**config.mk**
```make
export PLATFORM = sky130hd
export DESIGN_NAME = linear_index_to_subscripts
export DESIGN_NICKNAME = d
export VERILOG_FILES = /design/src/rtl/lits_pkg.sv /design/src/rtl/lits_regs.sv /design/src/rtl/lits_ctrl.sv /design/src/rtl/lits_dp.sv /design/src/rtl/linear_index_to_subscripts.sv
export SDC_FILE = /design/constraint.sdc
export NUM_CORES = 1
export LEC_CHECK = 0
export ABC_AREA = 1
export BUFFER_PORTS_ARGS = -buffer_cell sky130_fd_sc_hd__buf_2
export CELL_PAD_IN_SITES_DETAIL_PLACEMENT = 1
export CELL_PAD_IN_SITES_GLOBAL_PLACEMENT = 1
export CORE_MARGIN = 4
export CORE_UTILIZATION = 48
export CTS_BUF_LIST = sky130_fd_sc_hd__clkbuf_2 sky130_fd_sc_hd__clkbuf_4 sky130_fd_sc_hd__clkbuf_8
export DETAILED_ROUTE_END_ITERATION = 7
export PLACE_DENSITY = 0.82
export SLEW_MARGIN = 10
export SYNTH_ARGS = -nofsm -noshare
export SYNTH_HDL_FRONTEND = slang
export SYNTH_HIERARCHICAL = 1
export SYNTH_SLANG_ARGS = --single-unit
```
**constraint.sdc**
```tcl
create_clock -name clk -period 3.6 [get_ports clk]
set_input_delay 0.18 -clock clk [delete_from_list [all_inputs] [get_ports clk]]
set_output_delay 0.18 -clock clk [all_outputs]
set_load 0.03 [all_outputs]
```
**src/rtl/lits_pkg.sv**
```systemverilog
// Shared types and constants for the linear index to subscripts converter.
// Used by the register bank, controller, datapath, top level and checker.
// No dependencies.
package lits_pkg;

    // Field widths and array shape.
    localparam int INDEX_WIDTH   = 32;
    localparam int DIM_WIDTH     = 16;
    localparam int NUM_DIMS      = 4;
    localparam int NDIM_WIDTH    = 3;
    localparam int DIM_SEL_WIDTH = $clog2(NUM_DIMS);
    localparam int CNT_WIDTH     = $clog2(INDEX_WIDTH);
    localparam int CFG_IDX_WIDTH = 3;

    // Configuration register indexes.
    localparam logic [CFG_IDX_WIDTH-1:0] CFG_NUM_DIMS   = 3'd0;
    localparam logic [CFG_IDX_WIDTH-1:0] CFG_DIM_SIZE_0 = 3'd1;
    localparam logic [CFG_IDX_WIDTH-1:0] CFG_DIM_SIZE_1 = 3'd2;
    localparam logic [CFG_IDX_WIDTH-1:0] CFG_DIM_SIZE_2 = 3'd3;
    localparam logic [CFG_IDX_WIDTH-1:0] CFG_DIM_SIZE_3 = 3'd4;

    // Controller states.
    typedef enum logic [1:0] {
        ST_IDLE,
        ST_DIV,
        ST_STORE,
        ST_DONE
    } state_t;

    // Commands from the controller to the datapath.
    typedef struct packed {
        logic                     load;
        logic                     step;
        logic                     store;
        logic                     finish;
        logic [DIM_SEL_WIDTH-1:0] dim_sel;
    } ctrl_cmd_t;

    // Shape summary from the register bank.
    typedef struct packed {
        logic [NDIM_WIDTH-1:0] n_used;
        logic                  zero_used;
    } cfg_status_t;

endpackage

```
**src/rtl/lits_regs.sv**
```systemverilog
// Configuration register bank: dimension count and dimension sizes.
// Also reports the saturated dimension count and whether a used size is zero.
// Depends on lits_pkg.
module lits_regs (
    input  logic                                  clk,
    input  logic                                  rst_n,
    input  logic                                  cfg_valid,
    input  logic [lits_pkg::CFG_IDX_WIDTH-1:0]    cfg_index,
    input  logic [lits_pkg::DIM_WIDTH-1:0]        cfg_data,
    output logic [lits_pkg::DIM_WIDTH-1:0]        dim_size [lits_pkg::NUM_DIMS],
    output lits_pkg::cfg_status_t                 status
);

    logic [lits_pkg::NDIM_WIDTH-1:0] num_dims_reg;
    logic [lits_pkg::DIM_WIDTH-1:0]  size_reg [lits_pkg::NUM_DIMS];
    logic [lits_pkg::NDIM_WIDTH-1:0] n_used;
    logic                            zero_used;

    // Register writes; indexes beyond the list are ignored.
    always_ff @(posedge clk or negedge rst_n)
    begin
        if (!rst_n)
        begin
            num_dims_reg <= lits_pkg::NDIM_WIDTH'(1);
            for (int k = 0; k < lits_pkg::NUM_DIMS; k++)
            begin
                size_reg[k] <= lits_pkg::DIM_WIDTH'(1);
            end
        end
        else if (cfg_valid)
        begin
            unique case (cfg_index)
                lits_pkg::CFG_NUM_DIMS:
                    num_dims_reg <= cfg_data[lits_pkg::NDIM_WIDTH-1:0];
                lits_pkg::CFG_DIM_SIZE_0: size_reg[0] <= cfg_data;
                lits_pkg::CFG_DIM_SIZE_1: size_reg[1] <= cfg_data;
                lits_pkg::CFG_DIM_SIZE_2: size_reg[2] <= cfg_data;
                lits_pkg::CFG_DIM_SIZE_3: size_reg[3] <= cfg_data;
                default: ;
            endcase
        end
    end

    // Saturate the count and look for a zero size among the used dimensions.
    always_comb
    begin
        if (num_dims_reg > lits_pkg::NDIM_WIDTH'(lits_pkg::NUM_DIMS))
            n_used = lits_pkg::NDIM_WIDTH'(lits_pkg::NUM_DIMS);
        else
            n_used = num_dims_reg;
        zero_used = 1'b0;
        for (int k = 0; k < lits_pkg::NUM_DIMS; k++)
        begin
            if ((lits_pkg::NDIM_WIDTH'(k) < n_used) && (size_reg[k] == '0))
                zero_used = 1'b1;
        end
    end

    assign dim_size         = size_reg;
    assign status.n_used    = n_used;
    assign status.zero_used = zero_used;

endmodule

```
**src/rtl/lits_ctrl.sv**
```systemverilog
// Controller state machine: sequences one restoring division per used
// dimension, fastest dimension first. Depends on lits_pkg.
module lits_ctrl (
    input  logic                  clk,
    input  logic                  rst_n,
    input  logic                  start,
    input  lits_pkg::cfg_status_t status,
    output logic                  busy,
    output lits_pkg::ctrl_cmd_t   cmd
);

    lits_pkg::state_t                       state_reg, state_next;
    logic [lits_pkg::CNT_WIDTH-1:0]         cnt_reg, cnt_next;
    logic [lits_pkg::DIM_SEL_WIDTH-1:0]     dim_reg, dim_next;

    // State, bit counter and dimension pointer.
    always_ff @(posedge clk or negedge rst_n)
    begin
        if (!rst_n)
        begin
            state_reg <= lits_pkg::ST_IDLE;
            cnt_reg   <= '0;
            dim_reg   <= '0;
        end
        else
        begin
            state_reg <= state_next;
            cnt_reg   <= cnt_next;
            dim_reg   <= dim_next;
        end
    end

    // Next state.
    always_comb
    begin
        state_next = state_reg;
        cnt_next   = cnt_reg;
        dim_next   = dim_reg;
        unique case (state_reg)
            lits_pkg::ST_IDLE:
            begin
                if (start)
                begin
                    cnt_next = '0;
                    dim_next = lits_pkg::DIM_SEL_WIDTH'(status.n_used - 1'b1);
                    if ((status.n_used == '0) || status.zero_used)
                        state_next = lits_pkg::ST_DONE;
                    else
                        state_next = lits_pkg::ST_DIV;
                end
            end
            lits_pkg::ST_DIV:
            begin
                cnt_next = cnt_reg + 1'b1;
                if (cnt_reg == lits_pkg::CNT_WIDTH'(lits_pkg::INDEX_WIDTH - 1))
                    state_next = lits_pkg::ST_STORE;
            end
            lits_pkg::ST_STORE:
            begin
                cnt_next = '0;
                if (dim_reg == '0)
                begin
                    state_next = lits_pkg::ST_DONE;
                end
                else
                begin
                    dim_next   = dim_reg - 1'b1;
                    state_next = lits_pkg::ST_DIV;
                end
            end
            lits_pkg::ST_DONE:
                state_next = lits_pkg::ST_IDLE;
            default:
                state_next = lits_pkg::ST_IDLE;
        endcase
    end

    // Outputs.
    always_comb
    begin
        busy        = (state_reg != lits_pkg::ST_IDLE);
        cmd.load    = (state_reg == lits_pkg::ST_IDLE) && start;
        cmd.step    = (state_reg == lits_pkg::ST_DIV);
        cmd.store   = (state_reg == lits_pkg::ST_STORE);
        cmd.finish  = (state_reg == lits_pkg::ST_DONE);
        cmd.dim_sel = dim_reg;
    end

endmodule

```
**src/rtl/lits_dp.sv**
```systemverilog
// Datapath: shift-subtract divider with one quotient bit per cycle,
// subscript registers and the registered result. Depends on lits_pkg.
module lits_dp (
    input  logic                               clk,
    input  logic                               rst_n,
    input  lits_pkg::ctrl_cmd_t                cmd,
    input  lits_pkg::cfg_status_t              status,
    input  logic [lits_pkg::INDEX_WIDTH-1:0]   flat_index,
    input  logic [lits_pkg::DIM_WIDTH-1:0]     dim_size [lits_pkg::NUM_DIMS],
    output logic                               done,
    output logic                               in_range,
    output logic [lits_pkg::DIM_WIDTH-1:0]     subscript [lits_pkg::NUM_DIMS]
);

    logic [lits_pkg::INDEX_WIDTH-1:0] quot_reg;
    logic [lits_pkg::DIM_WIDTH-1:0]   rem_reg;
    logic [lits_pkg::DIM_WIDTH-1:0]   sub_reg [lits_pkg::NUM_DIMS];
    logic [lits_pkg::DIM_WIDTH-1:0]   out_sub_reg [lits_pkg::NUM_DIMS];
    logic                             out_ok_reg;
    logic                             done_reg;
    logic [lits_pkg::DIM_WIDTH-1:0]   divisor;
    logic [lits_pkg::DIM_WIDTH:0]     shifted;
    logic                             q_bit;
    logic [lits_pkg::DIM_WIDTH-1:0]   rem_step;
    logic                             ok;

    // One restoring division step.
    always_comb
    begin
        divisor = dim_size[cmd.dim_sel];
        shifted = {rem_reg, quot_reg[lits_pkg::INDEX_WIDTH-1]};
        q_bit   = (shifted >= {1'b0, divisor});
        if (q_bit)
            rem_step = lits_pkg::DIM_WIDTH'(shifted - {1'b0, divisor});
        else
            rem_step = shifted[lits_pkg::DIM_WIDTH-1:0];
    end

    // In range exactly when no used size is zero and nothing is left after the last division.
    assign ok = !status.zero_used && (quot_reg == '0);

    // Divider and subscript registers.
    always_ff @(posedge clk)
    begin
        if (cmd.load)
        begin
            quot_reg <= flat_index;
            rem_reg  <= '0;
            for (int k = 0; k < lits_pkg::NUM_DIMS; k++)
            begin
                sub_reg[k] <= '0;
            end
        end
        else if (cmd.step)
        begin
            quot_reg <= {quot_reg[lits_pkg::INDEX_WIDTH-2:0], q_bit};
            rem_reg  <= rem_step;
        end
        else if (cmd.store)
        begin
            sub_reg[cmd.dim_sel] <= rem_reg;
            rem_reg              <= '0;
        end
    end

    // Result registers.
    always_ff @(posedge clk)
    begin
        if (cmd.finish)
        begin
            out_ok_reg <= ok;
            for (int k = 0; k < lits_pkg::NUM_DIMS; k++)
            begin
                out_sub_reg[k] <= ok ? sub_reg[k] : '0;
            end
        end
    end

    // Result strobe.
    always_ff @(posedge clk or negedge rst_n)
    begin
        if (!rst_n)
            done_reg <= 1'b0;
        else
            done_reg <= cmd.finish;
    end

    assign done      = done_reg;
    assign in_range  = out_ok_reg;
    assign subscript = out_sub_reg;

endmodule

```
**src/rtl/linear_index_to_subscripts.sv**
```systemverilog
// Top level of the linear index to subscripts converter.
// Instantiates lits_regs, lits_ctrl and lits_dp; depends on lits_pkg.
//
// Usage:
//   Command channel: drive flat_index and pulse start; the transaction is
//   taken at a clock edge where start is high and busy is low. busy stays
//   high while the item is converted.
//   Result: done is high for exactly one cycle with in_range and
//   subscript_0..subscript_3 valid; the receiver cannot stall it and must
//   take it in that cycle. Rejected indexes give in_range low and zero
//   subscripts; unused dimensions give zero subscripts.
//   Sequence: with n used dimensions (n clamped to 4) and no zero size,
//   each runs a 32-step shift-subtract division, one quotient bit per
//   cycle, then a store state writes its remainder; the done state then
//   follows. With n = 0 or a zero size, idle leads straight to the done
//   state. A new item can be accepted in the cycle where done is shown.
//   Configuration: cfg_valid/cfg_ready write channel, cfg_ready always
//   high; cfg_index 0 is num_dims, 1..4 are dim_size_0..3, others ignored.
//   Write only while idle.
//   Reset: rst_n low clears the controller, returns num_dims to 1 and
//   every size to 1; no result is pending afterwards.
module linear_index_to_subscripts (
    input  logic                                clk,
    input  logic                                rst_n,
    input  logic                                start,
    output logic                                busy,
    input  logic [lits_pkg::INDEX_WIDTH-1:0]    flat_index,
    output logic                                done,
    output logic                                in_range,
    output logic [lits_pkg::DIM_WIDTH-1:0]      subscript_0,
    output logic [lits_pkg::DIM_WIDTH-1:0]      subscript_1,
    output logic [lits_pkg::DIM_WIDTH-1:0]      subscript_2,
    output logic [lits_pkg::DIM_WIDTH-1:0]      subscript_3,
    input  logic                                cfg_valid,
    output logic                                cfg_ready,
    input  logic [lits_pkg::CFG_IDX_WIDTH-1:0]  cfg_index,
    input  logic [lits_pkg::DIM_WIDTH-1:0]      cfg_data
);

    logic [lits_pkg::DIM_WIDTH-1:0] dim_size [lits_pkg::NUM_DIMS];
    logic [lits_pkg::DIM_WIDTH-1:0] subscript [lits_pkg::NUM_DIMS];
    lits_pkg::cfg_status_t          status;
    lits_pkg::ctrl_cmd_t            cmd;

    // Writes are always taken.
    assign cfg_ready = 1'b1;

    lits_regs u_regs (
        .clk       (clk),
        .rst_n     (rst_n),
        .cfg_valid (cfg_valid),
        .cfg_index (cfg_index),
        .cfg_data  (cfg_data),
        .dim_size  (dim_size),
        .status    (status)
    );

    lits_ctrl u_ctrl (
        .clk    (clk),
        .rst_n  (rst_n),
        .start  (start),
        .status (status),
        .busy   (busy),
        .cmd    (cmd)
    );

    lits_dp u_dp (
        .clk        (clk),
        .rst_n      (rst_n),
        .cmd        (cmd),
        .status     (status),
        .flat_index (flat_index),
        .dim_size   (dim_size),
        .done       (done),
        .in_range   (in_range),
        .subscript  (subscript)
    );

    assign subscript_0 = subscript[0];
    assign subscript_1 = subscript[1];
    assign subscript_2 = subscript[2];
    assign subscript_3 = subscript[3];

endmodule

```
# [After elaboration in Yosys (flattened, before gate mapping)]
# Memory sizes are Yosys's and may differ from the RTL's. A register that Yosys moved wholly into a read port is not among the register bits.
# Cells that the tools add are included.
[word_totals] mem_bits_rw=64 romBits=0 mem_count=1 in_bits=55 regBits=126 wordCells=103 latchBits=0 output_inout_bits=68
[memory_table] memory="u_dp.sub_reg" words=4 width=16 rd=4 rd_ports_with_merged_regs=4 write_ports=4 line_no="lits_dp.sv:17" rtl="logic [lits_pkg::DIM_WIDTH-1:0] sub_reg [lits_pkg::NUM_DIMS];"
[op_classes] eq_ne=11 bitwise=1 reduce_logical=35 order_cmp=7 n_addsub=4 n_shift=0 mux=32 n_mul=0 div=0
[op_table] op="16-bit 2-to-1 mux" n=6
[op_table] op="16-bit logical NOT" n=4
[op_table] op="32-bit 2-to-1 mux" n=2
[op_table] op="16-bit binary-select mux with 2-bit select" n=1
[op_table] op="32-bit logical NOT" n=1
[op_table] op="17-bit by 16-bit >= comparator with 1-bit output" n=1
[op_table] op="16-bit OR reduction" n=1
[op_table] op="16-bit subtractor" n=1
[op_table] op="5-bit case mux with 3 select lines" n=1
[op_table] op="2-bit 2-to-1 mux" n=7
[op_table] op="2-bit AND reduction" n=7
[op_table] op="1-bit 2-to-1 mux" n=11
[op_table] op="2-bit case mux with 4 select lines" n=1
[op_table] op="2-bit nonzero test" n=4
[op_table] op="3-bit by 2-bit == test with 1-bit output, second input constant" n=2
[op_table] op="1-bit logical AND" n=6
[op_table] op="3-bit logical NOT" n=2
[op_table] op="1-bit by 3-bit < comparator with 1-bit output, first input constant" n=2
[op_table] op="2-bit by 3-bit < comparator with 1-bit output, first input constant" n=2
[op_table] op="5-bit by 1-bit adder with 5-bit output, second input constant" n=1
[op_table] op="5-bit == test, second input constant" n=1
[op_table] op="1-bit logical NOT" n=5
[op_table] op="5-bit 2-to-1 mux" n=1
[op_table] op="2-bit == test, second input constant" n=2
[op_table] op="15 further kinds" n=18

# [Logic depth before layout (Yosys ltp)]
# Gate-level depths: netlist of the first run.
[logic_depth] depth_word=12 ltp_mapped=19 ltp_nobuf=17

# [Hierarchy]
# The synthesis of the first run kept the hierarchy.
[by_module_without_submodules] mod="lits_dp" seq_area_each_um2=5180.0 area_per_inst_um2=8644.5 instances=1 cells_each=869
[by_module_without_submodules] mod="lits_regs" seq_area_each_um2=1682.9 area_per_inst_um2=3170.5 instances=1 cells_each=313
[by_module_without_submodules] mod="lits_ctrl" seq_area_each_um2=225.2 area_per_inst_um2=534.3 instances=1 cells_each=74
[by_module_without_submodules] mod="linear_index_to_subscripts" seq_area_each_um2=0.0 area_per_inst_um2=11.3 instances=1 cells_each=2

# [Worst setup path before layout of the first run]
# No wires, ideal clock.
[synth_path] path_kind="flip-flop to flip-flop" startpoint="register u_ctrl/dim_reg[0] (netlist bit)" endpoint="register u_dp/quot_reg[0] (netlist bit) (data pin)" setup_ps=252 required_time_ps=3348 t_arrival_ps=2408 path_slack_ps=939 synth_period_minus_slack_ps=2661 path_stages_with_launch=16 path_buffers=3 cell_sequence="dfrtp_1 -> clkbuf_1 -> inv_1 -> clkbuf_1 -> nand2_1 -> a32o_1 -> ha_1 -> nand2_1 -> inv_2 -> nand2_1 -> nand2_2 -> a21oi_2 -> nand4_4 -> buf_12 -> nand2_1 -> nand2_1"
[synth_via] elab_chain_cells=7
[synth_lines] item="start, declared" line_no="lits_ctrl.sv:14" rtl="logic [lits_pkg::DIM_SEL_WIDTH-1:0] dim_reg, dim_next;"
[synth_lines] item="start signal, assigned" line_no="lits_ctrl.sv:29" rtl="dim_reg <= dim_next;"
[synth_lines] item="2-bit NOT with 3-bit output (implied by the code)" line_no="lits_dp.sv:30" rtl="divisor = dim_size[cmd.dim_sel];"
[synth_lines] item="16-bit binary-select mux with 2-bit select" line_no="lits_dp.sv:30"
[synth_lines] item="16-bit 2-to-1 mux (implied by the code) (2 in series)" line_no="lits_dp.sv:30"
[synth_lines] item="17-bit by 16-bit >= comparator with 1-bit output" line_no="lits_dp.sv:32" rtl="q_bit = (shifted >= {1'b0, divisor});"
[synth_lines] item="32-bit 2-to-1 mux" line_no="lits_dp.sv:54" rtl="else if (cmd.step)"
[synth_lines] item="32-bit 2-to-1 mux" line_no="lits_dp.sv:45" rtl="if (cmd.load)"
[synth_lines] item="end signal, assigned" line_no="lits_dp.sv:47" rtl="quot_reg <= flat_index;"
[synth_lines] item="end signal, assigned" line_no="lits_dp.sv:56" rtl="quot_reg <= {quot_reg[lits_pkg::INDEX_WIDTH-2:0], q_bit};"
[synth_lines] item="end, declared" line_no="lits_dp.sv:15" rtl="logic [lits_pkg::INDEX_WIDTH-1:0] quot_reg;"
# Every way passes these cells. The select of a mux whose other input is x is not followed.
# A chain may end at the register's enable or synchronous reset.

# [Final worst setup path of the first run]
[layout_path] startpoint="register u_ctrl/dim_reg[1] (netlist bit)" endpoint="register u_dp/rem_reg[8] (netlist bit)"
[layout_via] elab_chain_cells=7 word_cells_on_any_way=8 classes_between="add/sub: 1; order compare: 1; mux: 5; bitwise: 1"
[layout_lines] item="2-bit NOT with 3-bit output (implied by the code) (*)" line_no="lits_dp.sv:30"
[layout_lines] item="16-bit binary-select mux with 2-bit select (*)" line_no="lits_dp.sv:30"
[layout_lines] item="16-bit 2-to-1 mux (implied by the code) (*) (2 in series)" line_no="lits_dp.sv:30"
[layout_lines] item="16-bit subtractor or 17-bit by 16-bit >= comparator with 1-bit output (tied branches)" line_no="lits_dp.sv:34, lits_dp.sv:32"
[layout_lines] item="16-bit 2-to-1 mux (*)" line_no="lits_dp.sv:33" rtl="if (q_bit)"
[layout_lines] item="16-bit 2-to-1 mux (*)" line_no="lits_dp.sv:54"
[layout_lines] item="end signal, assigned" line_no="lits_dp.sv:57" rtl="rem_reg <= rem_step;"
[layout_lines] item="end, declared" line_no="lits_dp.sv:16" rtl="logic [lits_pkg::DIM_WIDTH-1:0] rem_reg;"
# Every way passes the cells marked *; elsewhere a longest branch is shown, timed or not. The select of a mux whose other input is x is not followed.

==> metrics.md, run 1 <==
| Metric | Value |
|---|---|
| Outcome | `complete, no violations` |
| Number of buffers on the longest clock path | `3` |
| Final-layout setup total negative slack | `0 ns` |
| CP startpoint kind | `register` |
| DPL Wire Length | `22700 µm` |
| Total GRT Usage | `24.2%` |
| Critical path fanouts, max | `33` |
| Worst relative slew slack | `19.7%` |
| Number of CTS-inserted buffers | `42` |
| Number of pins exceeding their max-slew limit in the final report | `0` |
| #FFs+latches synth | `254` |
| Antenna violations before repair | `0` |
| Sum of overflow across all layers after global routing | `0` |
| Placed insts | `1663` |
| Chip height | `168 µm` |
| First-pass GRT wire length | `55400 µm` |
| Area of the die | `0.0284 mm²` |
| Number of nets in the synthesized netlist | `1332` |
| Average instance area after synthesis | `9.83 µm²` |
| Peak supply drop | `0.319 mV` |
| Period utilisation layout | `87.3%` |
| Type of the tightest min-delay check | `in -> reg` |
| Sw power | `3.29 mW` |
| Commonest cells after routing, fill and taps aside | `324 x sky130_fd_sc_hd__nand2_1, 161 x sky130_fd_sc_hd__edfxtp_1, 129 x sky130_fd_sc_hd__nor2_1, 120 x sky130_fd_sc_hd__buf_2, 103 x sky130_fd_sc_hd__inv_1` |
| Yosys Warn Count | `6` |
| Commonest non-fill, non-tap cell in the layout | `sky130_fd_sc_hd__nand2_1` |
| Clock Tree Root | `sky130_fd_sc_hd__clkbuf_8` |
| Non-filler cells, final | `1790` |
| Antenna-violating nets left | `0` |
| Share of synthesized flip-flops with an asynchronous set or reset | `30.3%` |
| Number of sinks driven by the clock tree | `254` |
| Overall die width | `168 µm` |
| Fraction of final layout cells with drive strength greater than 1 | `24.0%` |
| Highest attainable clock frequency | `318 MHz` |
| CTS hold repair buffers | `49` |
| Top cell type by total area after synthesis | `sky130_fd_sc_hd__edfxtp_1` |
| Core Region | `0.0253 mm²` |
| DRT Wirelength | `34100 µm` |
| Relative contribution of the clock network to total power | `28.1%` |
| Port Buf Inserts | `121` |
| Worst Tran Pin Value | `1.20 ns` |
| Proportion of power drawn by flip-flops and latches | `41.4%` |
| Number of top-level pins | `123` |
| H-tree depth | `2` |
| Fin crit period | `3.14 ns` |
| Switching share of power | `35.9%` |
| Layout area overhead | `17.1%` |
| MaxCap Viol Count | `0` |
| Via count of the first global-routing pass | `10200` |
| Nets | `1500` |
| TritonCTS clock tree | `built` |
| Largest net degree at the start of global routing | `78` |
| Fraction of synthesized cell area taken by the top area cell type | `39.1%` |
| Number of failing setup endpoints in the final timing report | `0` |
| Starting density of the core | `48.9%` |
| Number of diodes | `0` |
| Start-to-end type of the worst setup path | `reg -> reg` |
| Maximum clock skew at final layout | `0.0271 ns` |
| Hold Fails Final Rpt | `0` |
| Number of enable-type register cells in the synthesized netlist | `161` |
| Final hold slack | `0.00849 ns` |
| WL per Instance | `19.1 µm` |
| Leakage power | `6.04 nW` |
| Post-route DRC violation count | `0` |
| DR vias/cell | `5.34` |
| Power share of the combinational group | `30.5%` |
| Count of standard-cell rows | `58` |
| Synthesized instance count | `1258` |
| Number of buffers inserted by post-CTS setup repair | `0` |
| Portion of the post-synthesis area used by sequential elements | `57.3%` |
| Synthesized area | `0.0124 mm²` |
| Sum of internal, switching and leakage power | `9.18 mW` |
| Resized cells post-CTS | `0` |
| Clock latency of the later-clocked register in the worst-skew pair | `0.56 ns` |
| Areal power density over the cells | `634 mW/mm²` |
| Top FF cell, synth | `sky130_fd_sc_hd__edfxtp_1` |
| Routability congestion estimate from global placement | `0.909` |
| Arrival time at the worst endpoint | `3.55 ns` |
| Drt initial violations | `846` |
| Setup repair after global routing missed its margin | `false` |
| Internal Dissipation | `5.89 mW` |
| Clock slew at reported path FFs | `0.06 ns` |
| Critical Path Sink Type | `register` |
| Number of detailed-route iterations in the first pass | `6` |
| Total number of vias | `9563` |
| Critical Path RT | `4.01 ns` |
| Distinct cell type count of the synthesized netlist | `50` |
| Leading cell types by total area after synthesis | `sky130_fd_sc_hd__edfxtp_1 39%, sky130_fd_sc_hd__dfrtp_1 15%, sky130_fd_sc_hd__nand2_1 9.8%` |
==> cell families after synthesis <==
logic type	Yosys count	share of synthesized area (%)
other	1	0.0303
adders and majority gates	19	1.98
AOI/OAI and AO/OA	152	8.91
buffers and inverters	173	6.40
DFF	254	57.3
and+or+nand+nor	652	24.8
xor gates and xnor gates	7	0.496
==> cell usage after synthesis (7+ instances only) <==
master and instances:
sky130_fd_sc_hd__nor2_2 7, sky130_fd_sc_hd__nor3b_1 64, sky130_fd_sc_hd__dfxtp_1 16, sky130_fd_sc_hd__edfxtp_1 161, sky130_fd_sc_hd__ha_1 18, sky130_fd_sc_hd__inv_2 8
sky130_fd_sc_hd__a21oi_1 40, sky130_fd_sc_hd__a32o_1 15, sky130_fd_sc_hd__o21ai_0 24, sky130_fd_sc_hd__clkbuf_1 33, sky130_fd_sc_hd__inv_1 104, sky130_fd_sc_hd__buf_6 9
sky130_fd_sc_hd__nor2_1 130, sky130_fd_sc_hd__nand2_1 324, sky130_fd_sc_hd__nand3_1 38, sky130_fd_sc_hd__o21ai_2 64, sky130_fd_sc_hd__nand4_1 24, sky130_fd_sc_hd__dfrtp_1 72
sky130_fd_sc_hd__nand2_2 41
==> layout make-up <==
cell class              instances  area (µm²)
clock buffers                  67         803
clock inverters                11        57.6
fillers                      2903       10800
inverters                     114         429
multi-input cells             831        4490
flip-flops and latches        254        7090
well taps                     330         413
repair buffers                183        1200
==> metrics by stage <==
| step | setup WS [ns] | instance area [µm²] | utilization [%] |
|---|---|---|---|
| after floorplan | 0.939 | 12400 | - |
| after global placement | 0.559 | 13100 | 52.0 |
| after detailed placement | 0.500 | 13100 | 52.0 |
| after CTS | 0.473 | 14500 | 57.3 |
| after global routing | 0.232 | 14500 | 57.3 |
| final | 0.456 | 14500 | 57.3 |
==> per-layer routing <==
| layer | share of wire (%) | wire (µm) | vias to the layer above | global-route usage [%] |
|---|---|---|---|---|
| met4 | 2.2 | 767 | 0 | 6.53 |
| li1 | - | - | 4542 | - |
| met2 | 51 | 17300 | 261 | 43.1 |
| met1 | 42 | 14200 | 4694 | 30.6 |
| met3 | 5.2 | 1780 | 66 | 4.18 |
| met5 | 0 | 0 | - | 0 |
==> critical path: stages (launching register included) <==
cell and delay, ns:
sky130_fd_sc_hd__dfrtp_1 0.43, sky130_fd_sc_hd__clkinv_1 0.07, sky130_fd_sc_hd__buf_4 0.32, sky130_fd_sc_hd__o21ai_0 0.15, sky130_fd_sc_hd__o22ai_1 0.24, sky130_fd_sc_hd__ha_1 0.20
sky130_fd_sc_hd__inv_1 0.12, sky130_fd_sc_hd__fa_1 0.46, sky130_fd_sc_hd__nand3_1 0.13, sky130_fd_sc_hd__nand3_1 0.19, sky130_fd_sc_hd__a21oi_1 0.22, sky130_fd_sc_hd__xor2_1 0.25
sky130_fd_sc_hd__nand2_2 0.07, sky130_fd_sc_hd__nand3_1 0.08, sky130_fd_sc_hd__a21oi_1 0.06
==> power groups by stage <==
stage | registers (mW) | clock network (mW) | logic [mW]
3_3_place_gp | 3.81 | 0 | 2.58
3_5_place_dp | 3.83 | 0 | 2.69
4_1_cts | 3.78 | 2.64 | 2.75
6_report | 3.80 | 2.58 | 2.80
5_1_grt | 3.83 | 2.80 | 3.13
2_1_floorplan | 3.70 | 0 | 2.04
==> path summary, 6_finish.rpt <==
kind                                            startpoint                               to  slack, ns  depth (start not counted)
setup / recovery             u_ctrl/dim_reg[1]$_DFFE_PN0P_     u_dp/rem_reg[8]$_SDFFE_PP0P_       0.46                         14
hold / removal                                 cfg_data[2]  u_regs/dim_size[34]$_DFFE_PN0P_      0.008                          3
setup reg to reg             u_ctrl/dim_reg[1]$_DFFE_PN0P_     u_dp/rem_reg[8]$_SDFFE_PP0P_       0.46                         14
hold reg to reg            u_regs/dim_size[48]$_DFFE_PN1P_  u_regs/dim_size[48]$_DFFE_PN1P_       0.48                          2
max in group asynchronous                            rst_n  u_regs/dim_size[18]$_DFFE_PN0P_       2.64                          2
min in group asynchronous                            rst_n  u_regs/dim_size[58]$_DFFE_PN0P_       0.34                          2
No activity file was read; power rests on OpenSTA's default activity.
==> run 2: changes to the inputs <==
--- a/config.mk
+++ b/config.mk
@@ -7,15 +7,15 @@
 export LEC_CHECK = 0
 export ABC_AREA = 1
 export BUFFER_PORTS_ARGS = -buffer_cell sky130_fd_sc_hd__buf_2
+export CAP_MARGIN = 20
 export CELL_PAD_IN_SITES_DETAIL_PLACEMENT = 1
 export CELL_PAD_IN_SITES_GLOBAL_PLACEMENT = 1
 export CORE_MARGIN = 4
-export CORE_UTILIZATION = 48
+export CORE_UTILIZATION = 47
 export CTS_BUF_LIST = sky130_fd_sc_hd__clkbuf_2 sky130_fd_sc_hd__clkbuf_4 sky130_fd_sc_hd__clkbuf_8
 export DETAILED_ROUTE_END_ITERATION = 7
 export PLACE_DENSITY = 0.82
 export SLEW_MARGIN = 10
 export SYNTH_ARGS = -nofsm -noshare
 export SYNTH_HDL_FRONTEND = slang
-export SYNTH_HIERARCHICAL = 1
 export SYNTH_SLANG_ARGS = --single-unit
==> metrics.md, run 2 <==
| Metric | Value |
|---|---|
| Critical-path cell list | `clkinv_1, buf_4, a32o_1, ha_1, nand2_1, nor2_1, nand4_1, nand2_2, nor2_8, nand2_4, nand2_1, nand3_1, a21oi_1` |
| Critical register-to-register path endpoint | `u_dp.rem_reg[7]$_SDFFE_PP0P_` |
| Most numerous cell on the critical path | `sky130_fd_sc_hd__nand2_1` |
| Sum of overflow across all layers after global routing | `0` |
| Fraction of final layout cells with drive strength greater than 1 | `16.7%` |
| Synthesized area | `0.0118 mm²` |
| Number of sinks driven by the clock tree | `254` |
| Share of synthesized flip-flops with an asynchronous set or reset | `30.3%` |
| Largest net degree at the start of global routing | `78` |
| Areal power density over the cells | `880 mW/mm²` |
| Cell count of the worst reg-to-reg path | `13` |
| Maximum clock skew at final layout | `0.0199 ns` |
| Master of the slowest instance on the critical path | `sky130_fd_sc_hd__clkinv_1` |
| Number of enable-type register cells in the synthesized netlist | `161` |
| Number of nets in the synthesized netlist | `1363` |
| Worst Setup Slack post-DPL | `0.542 ns` |
| Number of pins exceeding their max-slew limit in the final report | `0` |
| Start-to-end type of the worst setup path | `reg -> reg` |
| Total non-filler cell area in the finished layout | `0.0141 mm²` |
| Routability congestion estimate from global placement | `0.917` |
| Placed insts | `1695` |
| Count of standard-cell rows | `57` |
| Critical path fanouts, max | `18` |
| Drt initial violations | `527` |
| Hold Fails Final Rpt | `0` |
| Portion of the post-synthesis area used by sequential elements | `60.1%` |
| Number of failing setup endpoints in the final timing report | `0` |
| Setup slack of the worst register-to-register path | `0.47 ns` |
| Leading cell types by total area after synthesis | `sky130_fd_sc_hd__edfxtp_1 41%, sky130_fd_sc_hd__dfrtp_1 15%, sky130_fd_sc_hd__nand2_1 11%` |
| WP buf/inv | `2` |
| Type of the tightest min-delay check | `in -> reg` |
| Non-filler cells, final | `1817` |
| Placed cell areas | `0.0127 mm²` |
| Clock Tree Root | `sky130_fd_sc_hd__clkbuf_8` |
| Crit-path max cell delay | `0.40 ns` |
| Critical hold path startpoint | `flat_index[0]` |
| Total GRT Usage | `22.7%` |
| Port Buf Inserts | `121` |
| Core Region | `0.0245 mm²` |
| Distinct cell type count of the synthesized netlist | `38` |
| Post-route DRC violation count | `0` |
| Leakage power | `6.56 nW` |
| Average instance area after synthesis | `9.18 µm²` |
| Clock latency of the later-clocked register in the worst-skew pair | `0.54 ns` |
| Antenna violations before repair | `0` |
| Cell family with the largest share of critical-path delay | `simple AND/OR/NAND/NOR gates` |
| Most repeated cell in the gate-level netlist after synthesis | `sky130_fd_sc_hd__nand2_1` |
| Final hold slack | `0.0878 ns` |
| Chip height | `166 µm` |
| Commonest cells after routing, fill and taps aside | `354 x sky130_fd_sc_hd__nand2_1, 178 x sky130_fd_sc_hd__inv_1, 161 x sky130_fd_sc_hd__edfxtp_1, 137 x sky130_fd_sc_hd__nor2_1, 120 x sky130_fd_sc_hd__buf_2` |
| Layout area overhead | `19.2%` |
| WL per Instance | `17.3 µm` |
| Number of top-level pins | `123` |
| Highest attainable clock frequency | `319 MHz` |
| Starting density of the core | `48.1%` |
| Antenna-violating nets left | `0` |
| #FFs+latches synth | `254` |
| Top FF cell, synth | `sky130_fd_sc_hd__edfxtp_1` |
| DR vias/cell | `5.13` |
| Number of detailed-route iterations in the first pass | `5` |
| Top cell type by total area after synthesis | `sky130_fd_sc_hd__edfxtp_1` |
| Total number of vias | `9313` |
| TritonCTS clock tree | `built` |
| Smallest setup slack after layout | `0.466 ns` |
| Overall die width | `166 µm` |
| Synthesized instance count | `1285` |
| MaxCap Viol Count | `0` |
| Final-layout setup total negative slack | `0 ns` |
| Critical Path Sink Type | `register` |
| Worst relative slew slack | `34.9%` |
| Levels on crit path | `13` |
| Peak supply drop | `0.389 mV` |
| CP startpoint kind | `register` |
| Arrival time at the worst endpoint | `3.58 ns` |
| Area of the die | `0.0277 mm²` |
| Critical Path RT | `4.04 ns` |
| Number of diodes | `0` |
| Outcome | `complete, no violations` |
| Clock slew at reported path FFs | `0.06 ns` |
| Via count of the first global-routing pass | `9948` |
| Setup repair after global routing missed its margin | `false` |
| Period utilisation layout | `87.1%` |
| Number of buffers inserted by post-CTS setup repair | `0` |
| Fraction of synthesized cell area taken by the top area cell type | `41.0%` |
| Origin of the worst setup path | `u_ctrl.dim_reg[1]$_DFFE_PN0P_` |
| Capture point of the worst path | `u_dp.rem_reg[7]$_SDFFE_PP0P_` |
| First-pass GRT wire length | `51600 µm` |
| Critical R2R Launch | `u_ctrl.dim_reg[1]$_DFFE_PN0P_` |
| Yosys Warn Count | `0` |
| Worst Tran Pin Value | `0.977 ns` |
| Number of CTS-inserted buffers | `42` |
| Ranking of synthesized cells by instance count | `355 x sky130_fd_sc_hd__nand2_1, 178 x sky130_fd_sc_hd__inv_1, 161 x sky130_fd_sc_hd__edfxtp_1, 137 x sky130_fd_sc_hd__nor2_1, 91 x sky130_fd_sc_hd__o21ai_0` |
| H-tree depth | `2` |
| Commonest non-fill, non-tap cell in the layout | `sky130_fd_sc_hd__nand2_1` |
| Number of buffers on the longest clock path | `3` |
| Nets | `1542` |
| DPL Wire Length | `22400 µm` |
| Fin crit period | `3.13 ns` |
| DRT Wirelength | `31500 µm` |
run 2: cell count changes after synthesis, sizes merged, moves of 13 or more:
cell,before,now
inv,112,183
nor3b,64,2
nor2,142,161
nand4,25,9
nand3,40,53
run 2: layout make-up:
cell class / instances / area, µm²
fill: 2844 / 10500
sequential: 254 / 7090
multi-input combinational: 798 / 3780
timing repair buffer: 184 / 1240
clock buffer: 62 / 759
inverter: 184 / 691
tap: 324 / 405
clock inverter: 11 / 105
run 2: cells by family (layout without fill, tap and decap cells):
kind of cell	after synthesis	in the layout	synth area share [%]
buf+inv	233	441	8.05
simple gates	614	614	21.8
xor+xnor	7	7	0.520
other cells	1	1	0.0318
compound gates	153	153	6.99
flops	254	254	60.1
fa+ha+maj	23	23	2.50
run 2: worst register-to-register path, cell delays in order, from the launching register on:
cell                       delay (ns)
sky130_fd_sc_hd__dfrtp_1         0.35
sky130_fd_sc_hd__clkinv_1        0.40
sky130_fd_sc_hd__buf_4           0.35
sky130_fd_sc_hd__a32o_1          0.27
sky130_fd_sc_hd__ha_1            0.36
sky130_fd_sc_hd__nand2_1         0.19
sky130_fd_sc_hd__nor2_1          0.07
sky130_fd_sc_hd__nand4_1         0.09
sky130_fd_sc_hd__nand2_2         0.10
sky130_fd_sc_hd__nor2_8          0.26
sky130_fd_sc_hd__nand2_4         0.20
sky130_fd_sc_hd__nand2_1         0.12
sky130_fd_sc_hd__nand3_1         0.08
sky130_fd_sc_hd__a21oi_1         0.19
run 2: per-stage QoR:
stage	power, mW	util [%]
3_3_place_gp	9.51	51.7
6_report	12.4	57.3
2_1_floorplan	8.21	-
4_1_cts	12.4	57.3
5_1_grt	13.3	57.3
3_5_place_dp	9.73	51.8
run 2: worst min-delay path by stage:
| stage | endpoint | slack [ns] | cells past startpoint |
|---|---|---|---|
| after CTS | u_regs.num_dims_reg[0]$_DFFE_PN1P_ | 0.03 | 4 |
| after floorplan | u_ctrl.cnt_reg[0]$_DFFE_PN0P_ | -0.12 | 0 |
| after global routing | u_dp.quot_reg[0]$_DFFE_PP_ | 0.06 | 3 |
| after global placement | u_regs.dim_size[31]$_DFFE_PN0P_ | 0.39 | 1 |
| final | u_dp.quot_reg[0]$_DFFE_PP_ | 0.09 | 3 |
| after detailed placement | u_regs.dim_size[31]$_DFFE_PN0P_ | 0.40 | 1 |
run 2: report_power, final:
group,total (mW),switching (mW),internal (mW)
Combinational,4.97,3.53,1.44
Clock,2.63,1.14,1.49
Sequential,4.77,0.502,4.27
Total,12.4,5.17,7.21
run 2: repair_timing:
item,CTS,global route
endpoints found under the hold margin,169,0
hold buffers,48,0
resized for setup,0,0
setup endpoints to repair,0,0
run 2: routing by layer:
layer | wire length [µm] | vias up | track usage, %
li1 | - | 4507 | -
met2 | 15700 | 215 | 39.4
met5 | 0 | - | 0
met1 | 13500 | 4531 | 29.0
met3 | 1360 | 60 | 4.08
met4 | 903 | 0 | 7.22
